$ cat src/design/dual_stack_shared_store_core_assert.svh
// Assertion macros shared by the dual stack core modules.
// Needs a clock named clk and a synchronous reset named rst in scope.
`ifndef DUAL_STACK_SHARED_STORE_CORE_ASSERT_SVH
`define DUAL_STACK_SHARED_STORE_CORE_ASSERT_SVH

// same-cycle implication
`define DSS_ASSERT_SAME(label, ante, cons, msg) \
  label: assert property (@(posedge clk) disable iff (rst) (ante) |-> (cons)) \
    else $error(msg);

// next-cycle implication
`define DSS_ASSERT_NEXT(label, ante, cons, msg) \
  label: assert property (@(posedge clk) disable iff (rst) (ante) |=> (cons)) \
    else $error(msg);

`endif

$ cat src/design/dss_pkg.sv
// Shared types and codes for the dual stack core.
// No dependencies.
package dss_pkg;

  localparam int CNT_W   = 7;   // entry counts and capacity register
  localparam int WORD_W  = 32;
  localparam int PADDR_W = 2;
  localparam int PDATA_W = 32;

  localparam logic [CNT_W-1:0] CAP_RESET = 7'd64;
  localparam int               CAP_MAX   = (1 << CNT_W) - 1;

  typedef logic signed [WORD_W-1:0] dss_word_t;
  typedef logic [CNT_W-1:0]         dss_cnt_t;
  typedef logic [1:0]               dss_status_t;

  localparam dss_status_t ST_DONE      = 2'd0;
  localparam dss_status_t ST_OVERFLOW  = 2'd1;
  localparam dss_status_t ST_UNDERFLOW = 2'd2;

  localparam logic OP_PUSH  = 1'b0;
  localparam logic OP_POP   = 1'b1;
  localparam logic SEL_LOW  = 1'b0;
  localparam logic SEL_HIGH = 1'b1;

  localparam int REG_CAPACITY = 0;

  // controller -> datapath
  typedef struct packed {
    logic item_ready;
    logic exec;
    logic load_top;
    logic load_out;
  } dss_cmd_t;

  // datapath -> controller
  typedef struct packed {
    logic item_valid;
    logic out_full;
  } dss_sts_t;

endpackage

$ cat src/design/dss_item_if.sv
// Input channel of the dual stack core: one push or pop request.
// Depends on dss_pkg.
interface dss_item_if;
  import dss_pkg::*;

  logic      valid;
  logic      ready;
  logic      op;
  logic      stack_select;
  dss_word_t push_value;

  modport source (output valid, op, stack_select, push_value, input ready);
  modport sink   (input valid, op, stack_select, push_value, output ready);
endinterface

$ cat src/design/dss_result_if.sv
// Result channel of the dual stack core: status and both tops.
// Depends on dss_pkg.
interface dss_result_if;
  import dss_pkg::*;

  logic        valid;
  logic        ready;
  dss_status_t status;
  dss_word_t   top_low_value;
  logic        top_low_valid;
  dss_word_t   top_high_value;
  logic        top_high_valid;
  logic        both_empty;

  modport source (output valid, status, top_low_value, top_low_valid,
                  top_high_value, top_high_valid, both_empty, input ready);
  modport sink   (input valid, status, top_low_value, top_low_valid,
                  top_high_value, top_high_valid, both_empty, output ready);
endinterface

$ cat src/design/dss_ctrl.sv
// Sequencer of the dual stack core: take, execute, load top, respond.
// Depends on dss_pkg and dual_stack_shared_store_core_assert.svh.
module dss_ctrl (
  input  logic              clk,
  input  logic              rst,
  input  dss_pkg::dss_sts_t sts,
  output dss_pkg::dss_cmd_t cmd
);
  import dss_pkg::*;

  typedef enum logic [3:0] {
    S_IDLE = 4'b0001,
    S_EXEC = 4'b0010,
    S_LOAD = 4'b0100,
    S_RESP = 4'b1000
  } dss_state_t;

  dss_state_t state, state_next;

  always_ff @(posedge clk) begin
    if (rst) begin
      state <= S_IDLE;
    end else begin
      state <= state_next;
    end
  end

  always_comb begin
    state_next = state;
    cmd        = '0;
    case (state)
      S_IDLE: begin
        cmd.item_ready = 1'b1;
        if (sts.item_valid) begin
          state_next = S_EXEC;
        end
      end
      S_EXEC: begin
        cmd.exec   = 1'b1;
        state_next = S_LOAD;
      end
      S_LOAD: begin
        cmd.load_top = 1'b1;
        state_next   = S_RESP;
      end
      S_RESP: begin
        if (!sts.out_full) begin
          cmd.load_out = 1'b1;
          state_next   = S_IDLE;
        end
      end
      default: begin
        state_next = S_IDLE;
      end
    endcase
  end

`include "dual_stack_shared_store_core_assert.svh"

  `DSS_ASSERT_NEXT(a_take_starts_exec, state == S_IDLE && sts.item_valid, state == S_EXEC, "accepted item did not start execution")
  `DSS_ASSERT_SAME(a_out_slot_free, cmd.load_out, !sts.out_full, "result loaded over a waiting result")

endmodule

$ cat src/design/dss_datapath.sv
// Datapath of the dual stack core: shared store, counts, tops, output register.
// Depends on dss_pkg and dual_stack_shared_store_core_assert.svh.
module dss_datapath #(
  parameter int STORE_DEPTH = 64
) (
  input  logic                    clk,
  input  logic                    rst,
  input  dss_pkg::dss_cmd_t       cmd,
  output dss_pkg::dss_sts_t       sts,
  // configuration
  input  logic                    cfg_we,
  input  dss_pkg::dss_cnt_t       cfg_data,
  output dss_pkg::dss_cnt_t       cap,
  // item payload
  input  logic                    item_valid,
  input  logic                    item_op,
  input  logic                    item_stack_select,
  input  dss_pkg::dss_word_t      item_push_value,
  // result channel
  output logic                    out_valid,
  input  logic                    out_ready,
  output dss_pkg::dss_status_t    out_status,
  output dss_pkg::dss_word_t      out_top_low_value,
  output logic                    out_top_low_valid,
  output dss_pkg::dss_word_t      out_top_high_value,
  output logic                    out_top_high_valid,
  output logic                    out_both_empty
);
  import dss_pkg::*;

  localparam int AW        = $clog2(STORE_DEPTH);
  localparam int CAP_LIMIT = (STORE_DEPTH > CAP_MAX) ? CAP_MAX : STORE_DEPTH;

  dss_word_t   mem [STORE_DEPTH];
  dss_word_t   rd_data;

  dss_cnt_t    low_count, high_count;
  dss_cnt_t    low_next, high_next;
  dss_cnt_t    eff_cap;
  logic [CNT_W:0] total, cap_ext;

  logic        op_q, sel_q;
  dss_word_t   push_q;
  dss_status_t status_q, status_next;
  logic        pend_low, pend_high, pend_low_next, pend_high_next;
  dss_word_t   top_low, top_high;

  logic        full;
  logic        wr_en, rd_en;
  logic [AW-1:0] wr_addr, rd_addr;
  dss_cnt_t    wr_idx, rd_idx;

  assign eff_cap = (cap > CNT_W'(CAP_LIMIT)) ? CNT_W'(CAP_LIMIT) : cap;
  assign total   = {1'b0, low_count} + {1'b0, high_count};
  assign cap_ext = {1'b0, eff_cap};
  assign full    = total >= cap_ext;
  assign wr_addr = AW'(wr_idx);
  assign rd_addr = AW'(rd_idx);

  assign sts.item_valid = item_valid;
  assign sts.out_full   = out_valid && !out_ready;

  // item holding register
  always_ff @(posedge clk) begin
    if (item_valid && cmd.item_ready) begin
      op_q   <= item_op;
      sel_q  <= item_stack_select;
      push_q <= item_push_value;
    end
  end

  // execute step: status, new counts, store write, top refetch address
  always_comb begin
    status_next    = ST_DONE;
    low_next       = low_count;
    high_next      = high_count;
    wr_en          = 1'b0;
    wr_idx         = low_count;
    rd_en          = 1'b0;
    rd_idx         = low_count;
    pend_low_next  = 1'b0;
    pend_high_next = 1'b0;
    if (op_q == OP_PUSH) begin
      if (full) begin
        status_next = ST_OVERFLOW;
      end else if (sel_q == SEL_LOW) begin
        wr_en    = 1'b1;
        wr_idx   = low_count;
        low_next = low_count + CNT_W'(1);
      end else begin
        wr_en     = 1'b1;
        wr_idx    = eff_cap - high_count - CNT_W'(1);
        high_next = high_count + CNT_W'(1);
      end
    end else begin
      if (sel_q == SEL_LOW) begin
        if (low_count == '0) begin
          status_next = ST_UNDERFLOW;
        end else begin
          low_next      = low_count - CNT_W'(1);
          pend_low_next = low_count >= CNT_W'(2);
          rd_en         = pend_low_next;
          rd_idx        = low_count - CNT_W'(2);
        end
      end else begin
        if (high_count == '0) begin
          status_next = ST_UNDERFLOW;
        end else begin
          high_next      = high_count - CNT_W'(1);
          pend_high_next = high_count >= CNT_W'(2);
          rd_en          = pend_high_next;
          rd_idx         = eff_cap - high_count + CNT_W'(1);
        end
      end
    end
  end

  // shared store, registered read
  always_ff @(posedge clk) begin
    if (cmd.exec && wr_en) begin
      mem[wr_addr] <= push_q;
    end
    if (cmd.exec && rd_en) begin
      rd_data <= mem[rd_addr];
    end
  end

  // counts and capacity; a capacity write empties both stacks
  always_ff @(posedge clk) begin
    if (rst) begin
      low_count  <= '0;
      high_count <= '0;
      cap        <= CAP_RESET;
    end else if (cfg_we) begin
      low_count  <= '0;
      high_count <= '0;
      cap        <= cfg_data;
    end else if (cmd.exec) begin
      low_count  <= low_next;
      high_count <= high_next;
    end
  end

  // top copies: pushed word on push, refetched word after pop
  always_ff @(posedge clk) begin
    if (cmd.exec) begin
      status_q  <= status_next;
      pend_low  <= pend_low_next;
      pend_high <= pend_high_next;
      if (op_q == OP_PUSH && !full) begin
        if (sel_q == SEL_LOW) begin
          top_low <= push_q;
        end else begin
          top_high <= push_q;
        end
      end
    end
    if (cmd.load_top) begin
      if (pend_low) begin
        top_low <= rd_data;
      end
      if (pend_high) begin
        top_high <= rd_data;
      end
    end
  end

  // output register
  always_ff @(posedge clk) begin
    if (rst) begin
      out_valid <= 1'b0;
    end else if (cmd.load_out) begin
      out_valid <= 1'b1;
    end else if (out_ready) begin
      out_valid <= 1'b0;
    end
  end

  always_ff @(posedge clk) begin
    if (cmd.load_out) begin
      out_status         <= status_q;
      out_top_low_valid  <= low_count != '0;
      out_top_low_value  <= (low_count != '0) ? top_low : '0;
      out_top_high_valid <= high_count != '0;
      out_top_high_value <= (high_count != '0) ? top_high : '0;
      out_both_empty     <= total == '0;
    end
  end

`include "dual_stack_shared_store_core_assert.svh"

  `DSS_ASSERT_SAME(a_counts_in_cap, 1'b1, total <= cap_ext, "stack entries exceed capacity")
  `DSS_ASSERT_NEXT(a_push_grows, cmd.exec && !cfg_we && op_q == OP_PUSH && !full, total == $past(total) + 1'b1, "accepted push did not add one entry")
  `DSS_ASSERT_NEXT(a_cfg_empties, cfg_we, total == '0, "capacity write left entries behind")

endmodule

$ cat src/design/dual_stack_shared_store_core.sv
// A result is loaded once its item has passed the execute and load-top states
// and the output register is free. Items go one at a time through take, execute,
// refetch top and respond, the refetch using the single registered read port.
// A new item is taken while the previous result still waits in the output register.
// Reset: both stacks empty, capacity 64; store words are not cleared (no clearing pass).
module dual_stack_shared_store_core #(
  parameter int STORE_DEPTH = 64
) (
  input  logic                          clk,
  input  logic                          rst,
  dss_item_if.sink                      item,
  dss_result_if.source                  result,
  // configuration port
  input  logic                          psel,
  input  logic                          penable,
  input  logic                          pwrite,
  input  logic [dss_pkg::PADDR_W-1:0]   paddr,
  input  logic [dss_pkg::PDATA_W-1:0]   pwdata,
  output logic [dss_pkg::PDATA_W-1:0]   prdata,
  output logic                          pready
);
  import dss_pkg::*;

  dss_cmd_t cmd;
  dss_sts_t sts;
  dss_cnt_t cap;
  logic     cfg_we;

  // Single register: capacity_in_use sits at byte address 0. Any completed
  // write lands there; only the low CNT_W bits are kept.
  assign pready = 1'b1;
  assign cfg_we = psel && penable && pwrite && pready;
  assign prdata = (paddr[PADDR_W-1:0] == PADDR_W'(REG_CAPACITY * 4))
                  ? PDATA_W'(cap) : PDATA_W'(cap);

  assign item.ready = cmd.item_ready;

  dss_ctrl u_ctrl (
    .clk (clk),
    .rst (rst),
    .sts (sts),
    .cmd (cmd)
  );

  // Low stack fills upward from word 0, high stack downward from the word
  // just under the effective capacity (capacity clamped to the store depth).
  dss_datapath #(
    .STORE_DEPTH (STORE_DEPTH)
  ) u_datapath (
    .clk                (clk),
    .rst                (rst),
    .cmd                (cmd),
    .sts                (sts),
    .cfg_we             (cfg_we),
    .cfg_data           (pwdata[CNT_W-1:0]),
    .cap                (cap),
    .item_valid         (item.valid),
    .item_op            (item.op),
    .item_stack_select  (item.stack_select),
    .item_push_value    (item.push_value),
    .out_valid          (result.valid),
    .out_ready          (result.ready),
    .out_status         (result.status),
    .out_top_low_value  (result.top_low_value),
    .out_top_low_valid  (result.top_low_valid),
    .out_top_high_value (result.top_high_value),
    .out_top_high_valid (result.top_high_valid),
    .out_both_empty     (result.both_empty)
  );

endmodule

$ cat src/flat_wrapper.sv
// flat-port wrapper written by rule: the top's interface ports become plain ports
module dual_stack_shared_store_core_flat import dss_pkg::*;
#(
  parameter int STORE_DEPTH = 64
)
  (clk, rst, psel, penable, pwrite, paddr, pwdata, prdata, pready, item_valid, item_op, item_stack_select, item_push_value, item_ready, result_valid, result_status, result_top_low_value, result_top_low_valid, result_top_high_value, result_top_high_valid, result_both_empty, result_ready);
  dss_item_if item_i ();
  dss_result_if result_i ();
  input  logic clk;
  input  logic rst;
  input  logic psel;
  input  logic penable;
  input  logic pwrite;
  input  logic [dss_pkg::PADDR_W-1:0] paddr;
  input  logic [dss_pkg::PDATA_W-1:0] pwdata;
  output logic [dss_pkg::PDATA_W-1:0] prdata;
  output logic pready;
  input wire logic [$bits(item_i.valid)-1:0] item_valid;
  input wire logic [$bits(item_i.op)-1:0] item_op;
  input wire logic [$bits(item_i.stack_select)-1:0] item_stack_select;
  input wire logic [$bits(item_i.push_value)-1:0] item_push_value;
  output wire logic [$bits(item_i.ready)-1:0] item_ready;
  output wire logic [$bits(result_i.valid)-1:0] result_valid;
  output wire logic [$bits(result_i.status)-1:0] result_status;
  output wire logic [$bits(result_i.top_low_value)-1:0] result_top_low_value;
  output wire logic [$bits(result_i.top_low_valid)-1:0] result_top_low_valid;
  output wire logic [$bits(result_i.top_high_value)-1:0] result_top_high_value;
  output wire logic [$bits(result_i.top_high_valid)-1:0] result_top_high_valid;
  output wire logic [$bits(result_i.both_empty)-1:0] result_both_empty;
  input wire logic [$bits(result_i.ready)-1:0] result_ready;
  assign item_i.valid = item_valid;
  assign item_i.op = item_op;
  assign item_i.stack_select = item_stack_select;
  assign item_i.push_value = item_push_value;
  assign item_ready = item_i.ready;
  assign result_valid = result_i.valid;
  assign result_status = result_i.status;
  assign result_top_low_value = result_i.top_low_value;
  assign result_top_low_valid = result_i.top_low_valid;
  assign result_top_high_value = result_i.top_high_value;
  assign result_top_high_valid = result_i.top_high_valid;
  assign result_both_empty = result_i.both_empty;
  assign result_i.ready = result_ready;
  dual_stack_shared_store_core #(.STORE_DEPTH(STORE_DEPTH)) u_core (.clk(clk), .rst(rst), .item(item_i), .result(result_i), .psel(psel), .penable(penable), .pwrite(pwrite), .paddr(paddr), .pwdata(pwdata), .prdata(prdata), .pready(pready));
endmodule
$ cat config.mk
export PLATFORM = sky130hd
export DESIGN_NAME = dual_stack_shared_store_core_flat
export DESIGN_NICKNAME = d
export VERILOG_FILES = /design/src/design/dss_pkg.sv /design/src/design/dss_item_if.sv /design/src/design/dss_result_if.sv /design/src/design/dss_ctrl.sv /design/src/design/dss_datapath.sv /design/src/design/dual_stack_shared_store_core.sv /design/src/flat_wrapper.sv
export VERILOG_INCLUDE_DIRS = /design/src /design/src/design
export SDC_FILE = /design/constraint.sdc
export NUM_CORES = 2
export LEC_CHECK = 0
export BUFFER_PORTS_ARGS = -buffer_cell sky130_fd_sc_hd__buf_2
export CAP_MARGIN = 0
export CELL_PAD_IN_SITES_DETAIL_PLACEMENT = 0
export CELL_PAD_IN_SITES_GLOBAL_PLACEMENT = 1
export CORE_UTILIZATION = 58
export DETAILED_ROUTE_END_ITERATION = 10
export PLACE_DENSITY = 0.94
export SLEW_MARGIN = 20
export SYNTH_ARGS = -nofsm -noshare
export SYNTH_HDL_FRONTEND = slang
export SYNTH_HIERARCHICAL = 1
export SYNTH_SLANG_ARGS = --single-unit
$ cat constraint.sdc
create_clock -name clk -period 10.7 [get_ports clk]
set_input_delay 0.535 -clock clk [delete_from_list [all_inputs] [get_ports clk]]
set_output_delay 0.535 -clock clk [all_outputs]
set_load 0.1 [all_outputs]
# [Word level (Yosys, flattened, before mapping)]
# Memory sizes are Yosys's and may differ from the RTL's. A register that Yosys moved wholly into a read port is not among the register bits.
# Cells that the tools add are included.
[classes] reduce_logical=21 div=0 multipliers=0 n_addsub=9 order_cmp=4 bitwise=2 shift=0 n_eq_ne=9 n_mux=51
[ops] operator="2-to-1 mux 32 bit" n=10
[ops] operator="2-to-1 mux 7 bit" n=11
[ops] operator="2-to-1 mux 6 bit" n=7
[ops] operator="2-to-1 mux 1 bit" n=16
[ops] operator="one-hot mux 4 bit (4 select lines)" n=1
[ops] operator="adder 7 x 1 -> 7 bit, second input constant" n=2
[ops] operator=">= comparator 7 x 2 -> 1 bit, second input constant" n=2
[ops] operator="zero test 7 bit" n=2
[ops] operator="nonzero test 7 bit" n=2
[ops] operator="subtractor 7 x 1 -> 7 bit, second input constant" n=2
[ops] operator="!= test 2 bit, second input constant" n=5
[ops] operator="adder 7 x 7 -> 8 bit" n=1
[ops] operator=">= comparator 8 x 7 -> 1 bit" n=1
[ops] operator="zero test 8 bit" n=1
[ops] operator="2-to-1 mux 2 bit" n=4
[ops] operator="2-to-1 mux 4 bit" n=2
[ops] operator="AND reduction 4 bit" n=2
[ops] operator="greater-than comparator 7 bit, second input constant" n=1
[ops] operator="logical AND 1 bit" n=7
[ops] operator="adder 6 x 1 -> 6 bit, second input constant" n=1
[ops] operator="subtractor 6 x 1 -> 6 bit, second input constant" n=1
[ops] operator="subtractor 6 x 2 -> 6 bit, second input constant" n=1
[ops] operator="subtractor 6 bit" n=1
[ops] operator="equality test 4 x 1 -> 1 bit, second input constant" n=1
[ops] operator="other kinds (8)" n=12
[word_totals] output_inout_bits=104 latchBits=0 romBits=0 mem_bits_rw=2048 reg_bits=197 word_cells=116 mem_count=1 in_bits=75
[mem_list] memory="u_core.u_datapath.mem" words=64 word_bits=32 rd=1 rd_clocked_by_memory_dff=1 wr=1 line_no="dss_datapath.sv:34" source="dss_word_t mem [STORE_DEPTH];"

# [Logic depth before layout (Yosys ltp)]
[depth] word_depth=9 depth_mapped=19 mapped_depth_nobuf=18

# [By module]
# The synthesis kept the hierarchy.
[modules_own_cells] mod="dss_datapath" instances=1 area_each_um2=89113.0 cells_per_inst=5673 seq_area_each_um2=67394.6
[modules_own_cells] mod="dss_ctrl" instances=1 area_each_um2=246.5 cells_per_inst=28 seq_area_each_um2=80.1
[modules_own_cells] mod="dual_stack_shared_store_core" instances=1 area_each_um2=209.0 cells_per_inst=29 seq_area_each_um2=0.0

# [Worst setup path before layout]
# OpenSTA, ideal clock, no wires.
[synth_path] kind="register -> register" startpoint="reg u_core.u_datapath.out_valid" endpoint="reg u_core.u_datapath.out_both_empty (enable)" n_path_buf=0 path_slack_ns=4.409 required_time_ns=10.116 stages_incl_launch_ff=3 period_less_slack_ns=6.291 arrival_time_ns=5.707 setup_ns=0.584 path_cell_list="dfxtp_1 nor2b_1 nor3_1"
[synth_rtl] element="from (decl)" line_no="dss_datapath.sv:20" source="output logic out_valid,"
[synth_rtl] element="from (signal assigned)" line_no="dss_datapath.sv:171" source="out_valid <= 1'b0;"
[synth_rtl] element="from (signal assigned)" line_no="dss_datapath.sv:173" source="out_valid <= 1'b1;"
[synth_rtl] element="from (signal assigned)" line_no="dss_datapath.sv:175" source="out_valid <= 1'b0;"
[synth_rtl] element="to (signal assigned)" line_no="dss_datapath.sv:186" source="out_both_empty <= total == '0;"
[synth_rtl] element="to (decl)" line_no="dss_datapath.sv:27" source="output logic out_both_empty"

# [Worst setup path in the final report]
[layout_path] startpoint="reg u_core.u_datapath.low_count[1]" endpoint="mem u_core/u_datapath/mem[5][22] in the netlist's numbering (enable)"
[layout_via] elab_chain_len=7 word_cells_on_any_way=10 classes_between="add/sub: 1; order compare: 1; mux: 7; reduce/logical: 1"
[layout_lines] element="from (decl)" line_no="dss_datapath.sv:37" source="dss_cnt_t low_count, high_count;"
[layout_lines] element="from (signal assigned)" line_no="dss_datapath.sv:139" source="low_count <= low_next;"
[layout_lines] element="adder 7 x 7 -> 8 bit" line_no="dss_datapath.sv:54" source="assign total = {1'b0, low_count} + {1'b0, high_count};"
[layout_lines] element=">= comparator 8 x 7 -> 1 bit" line_no="dss_datapath.sv:56" source="assign full = total >= cap_ext;"
[layout_lines] element="2-to-1 mux 1 bit" line_no="dss_datapath.sv:84" source="if (full) begin"
[layout_lines] element="2-to-1 mux 1 bit" line_no="dss_datapath.sv:83" source="if (op_q == OP_PUSH) begin"
[layout_lines] element="logical AND 1 bit" line_no="dss_datapath.sv:120" source="if (cmd.exec && wr_en) begin"
[layout_lines] element="2-to-1 mux 1 bit" line_no="dss_datapath.sv:120"
[layout_lines] element="2-to-1 mux 1 bit (not written as such)" line_no="dss_datapath.sv:121" source="mem[wr_addr] <= push_q;"
[layout_lines] element="to (decl)" line_no="dss_datapath.sv:34"
# Several ways; a longest one is shown, not always the timed one.

==> summary.txt <==
Place
  • Cells after DPL: 7663
  • Gpl congestion: 0.868
  • HPWL after DPL: 120 mm
  • Number of I/O port buffers: 125

Global routing
  • Largest net degree at the start of global routing: 170
  • Vias in the first global route: 51.5k
  • First-pass GRT wire length: 331 mm
  • Gr usage total: 28.9%
  • Initial antenna violation count: 6
  • Overflow after GRT: 0

Power
  • Worst IR drop on VDD: 0.181 mV
  • Lkg Pwr: 31.7 nW
  • PwrDens: 185 nW/µm²

Logic synthesis
  • Yosys warnings: 6
  • Ranking of synthesized cells by area: edfxtp_1, mux2i_1, nand2_1, a32o_1, dfxtp_1
  • Post-synth top area cell: edfxtp_1
  • Most frequent cell after synthesis: edfxtp_1
  • Share of the synthesized area in the top cell type: 73.3%
  • Post-synth top cells: edfxtp_1, nand2_1, mux2i_1
  • Register area share after synthesis: 75.3%
  • Synth cell types: 69
  • Post-Synthesis Cells: 5730
  • Top FF cell, synth: edfxtp_1
  • Number of flops mapped to enable cells by yosys: 2187
  • FF+latch count, synth: 2277
  • Mapped Avg Cell Area: 15.6 µm²
  • Post-synth ARST share: 0%
  • Netlist Area Pre-Place: 89600 µm²

Clock network
  • # clock sinks: 2277
  • TritonCTS clock tree: built
  • Clock root cell: clkbuf_16
  • Num CTS Buffers: 204
  • H-Tree Depth: 4
  • Clock-pin slew on the worst setup and hold paths: 0.06 ns
  • Post-CTS Resized: 0
  • Worst skew pair latency: 0.83 ns
  • Clock Path Buffers: 3

Floorplan
  • I/O pin cnt: 179
  • Die Y: 395 µm
  • Initial Util: 58.7%
  • Core footprint: 153000 µm²
  • Std cell rows: 143
  • Die X: 395 µm
  • Die ar.: 156000 µm²

STA
  • Skew final: 0.0265 ns
  • Period utilisation layout: 67.7%
  • Min Tclk post-route: 7.24 ns
  • RSZ-0062 raised after global routing: no
  • Setup violators final: 0
  • Slew Limit Fails: 0
  • Slew Limit Headroom: 23.2%
  • F_max: 138 MHz
  • Tightest Pin Transition: 1.15 ns
  • Fin Setup TNS: 0 ns
  • Final-report hold violation count: 0

Finish
  • Layout Cells excl Fill: 8097
  • Fin nets: 5998
  • Fillers: 9616
  • Area growth syn-to-layout: 11.7%
  • Layout cells sized above 1: 11.5%

Worst setup path
  • Critical Path AT: 7.74 ns
  • Reg-to-reg slack, setup: 3.46 ns
  • Cells on worst reg2reg path: 16
  • Setup crit start kind: flip-flop
  • CP Capture Type: flip-flop
  • Worst EP required: 11.19 ns
  • Kind of critical path: flip-flop to flip-flop
  • CP Max Fanout: 19
  • Worst R2R End: u_core/u_datapath/mem[5][22]$_DFFE_PP_
  • Worst R2R Start: u_core/u_datapath/low_count[1]$_SDFFE_PP0P_

Job
  • Max Cap Violations: 0

Drt
  • Initial DRC count: 8229
  • DR vias: 53.1k
  • Total Wirelength: 229 mm
  • Residual DRC: 0
  • DRT antenna net count: 0
  • WL per Instance: 28.2 µm
  • Drt pass-1 iters: 6
  • DR vias/cell: 6.55

Hold path
  • Hold Path End: u_core/u_datapath/cap[1]$_SDFFE_PP0P_
  • Min-Delay Startpoint: rst
  • HP Class: input pin to flip-flop
  • WHS Path Cells: 2

Status
  • Status: complete, no violations
cells by family after synthesis:
group                    after synthesis  share of synthesized area [%]
buffers and inverters                422                           2.20
flip-flops                          2277                           75.3
adder cells (fa/ha/maj)               37                          0.548
multiplexers                         627                           7.06
AND/OR/NAND/NOR                     1544                           7.14
XOR/XNOR                              33                          0.355
other                                  2                        0.00838
AO/OA/AOI/OAI                        788                           7.36
placed cells by master (no fill, tap or decap), types with 46 or more instances in the layout:
cell / count
a32oi_1: 160
and2_1: 65
nor3_1: 76
nand2_1: 1110
clkbuf_1: 46
nor2_4: 67
buf_4: 121
mux2i_1: 592
o21ai_0: 102
a221oi_1: 66
a32o_1: 257
a31oi_1: 67
dfxtp_1: 90
nand3_1: 145
clkbuf_16: 211
buf_2: 125
edfxtp_1: 2187
report_power, final:
group	switching (W)	leakage (nW)	internal, W
Clock	0.00316	3.20	0.00403
Sequential	0.0000691	20.4	0.0100
Combinational	0.000982	8.08	0.000304
Total	0.00421	31.7	0.0143
worst max-delay path, stage by stage (launching register included):
cell and delay, ns:
dfxtp_1 0.75, inv_1 0.38, fa_1 0.53, inv_1 0.07, a21oi_1 0.05, o21ai_0 0.28
a21o_1 0.17, a21oi_1 0.07, xnor2_1 0.16, ha_1 0.31, nand3_1 0.11, o211ai_2 0.89
clkinv_1 0.53, mux2i_1 0.45, nand3_1 0.81, nor2_4 0.86, buf_4 0.45
repair_timing:
| action | 4_1_cts | 5_1_grt |
|---|---|---|
| setup buffers | 0 | 0 |
| hold endpoints to repair | 42 | 0 |
| hold buffers | 42 | 0 |
worst max-delay path by stage:
stage                                                 from                                          to  slack, ns  depth (start not counted)
2_1_floorplan     u_core/u_datapath/out_valid$_SDFFE_PP0P_  u_core/u_datapath/out_both_empty$_DFFE_PP_       4.41                          2
3_3_place_gp   u_core/u_datapath/low_count[1]$_SDFFE_PP0P_      u_core/u_datapath/mem[22][3]$_DFFE_PP_       3.73                         16
3_5_place_dp   u_core/u_datapath/low_count[1]$_SDFFE_PP0P_     u_core/u_datapath/mem[22][12]$_DFFE_PP_       3.67                         16
4_1_cts        u_core/u_datapath/low_count[1]$_SDFFE_PP0P_     u_core/u_datapath/mem[22][12]$_DFFE_PP_       3.64                         16
5_1_grt        u_core/u_datapath/low_count[1]$_SDFFE_PP0P_      u_core/u_datapath/mem[22][9]$_DFFE_PP_       3.17                         16
6_report       u_core/u_datapath/low_count[1]$_SDFFE_PP0P_      u_core/u_datapath/mem[5][22]$_DFFE_PP_       3.46                         16
metal layers:
layer	GRT usage [%]	share of wire, %	up-vias
met5	0	0.043	-
met4	14.4	5.5	4
met3	5.36	12	566
met2	45.9	47	3674
met1	38.6	36	26300
li1	-	-	22500
through the flow:
| stage | power (W) | worst slack [ns] | utilization, % | hold slack, ns | cell area, µm² |
|---|---|---|---|---|---|
| after floorplan | 0.0110 | 4.41 | - | 0.400 | 89700 |
| after global placement | 0.0114 | 3.73 | 60.8 | 0.433 | 92800 |
| after detailed placement | 0.0115 | 3.67 | 60.9 | 0.437 | 92900 |
| after CTS | 0.0186 | 3.64 | 65.5 | 0.0214 | 99900 |
| after global routing | 0.0190 | 3.17 | 65.6 | 0.0438 | 100000 |
| final | 0.0186 | 3.46 | 65.6 | 0.0544 | 100000 |
layout make-up:
type | count | area (µm²) | area share [%]
Antenna cell | 3 | 7.51 | 0.00750
Clock buffer | 262 | 5520 | 5.52
Clock inverter | 121 | 1040 | 1.04
Inverter | 36 | 135 | 0.135
Multi-Input combinational cell | 3055 | 20900 | 20.8
Sequential cell | 2277 | 67500 | 67.4
Tap cell | 2030 | 2540 | 2.54
Timing Repair Buffer | 313 | 2490 | 2.49
registers in the layout (all words and copies together) (netlist names), 32 cells and up:
| signal | count |
|---|---|
| u_core/u_datapath/top_high | 32 |
| u_core/u_datapath/out_top_high_value | 32 |
| u_core/u_datapath/push_q | 32 |
| u_core/u_datapath/out_top_low_value | 32 |
| u_core/u_datapath/top_low | 32 |
| u_core/u_datapath/mem | 2048 |
| u_core/u_datapath/rd_data | 32 |
No activity file was read; power rests on OpenSTA's default activity.
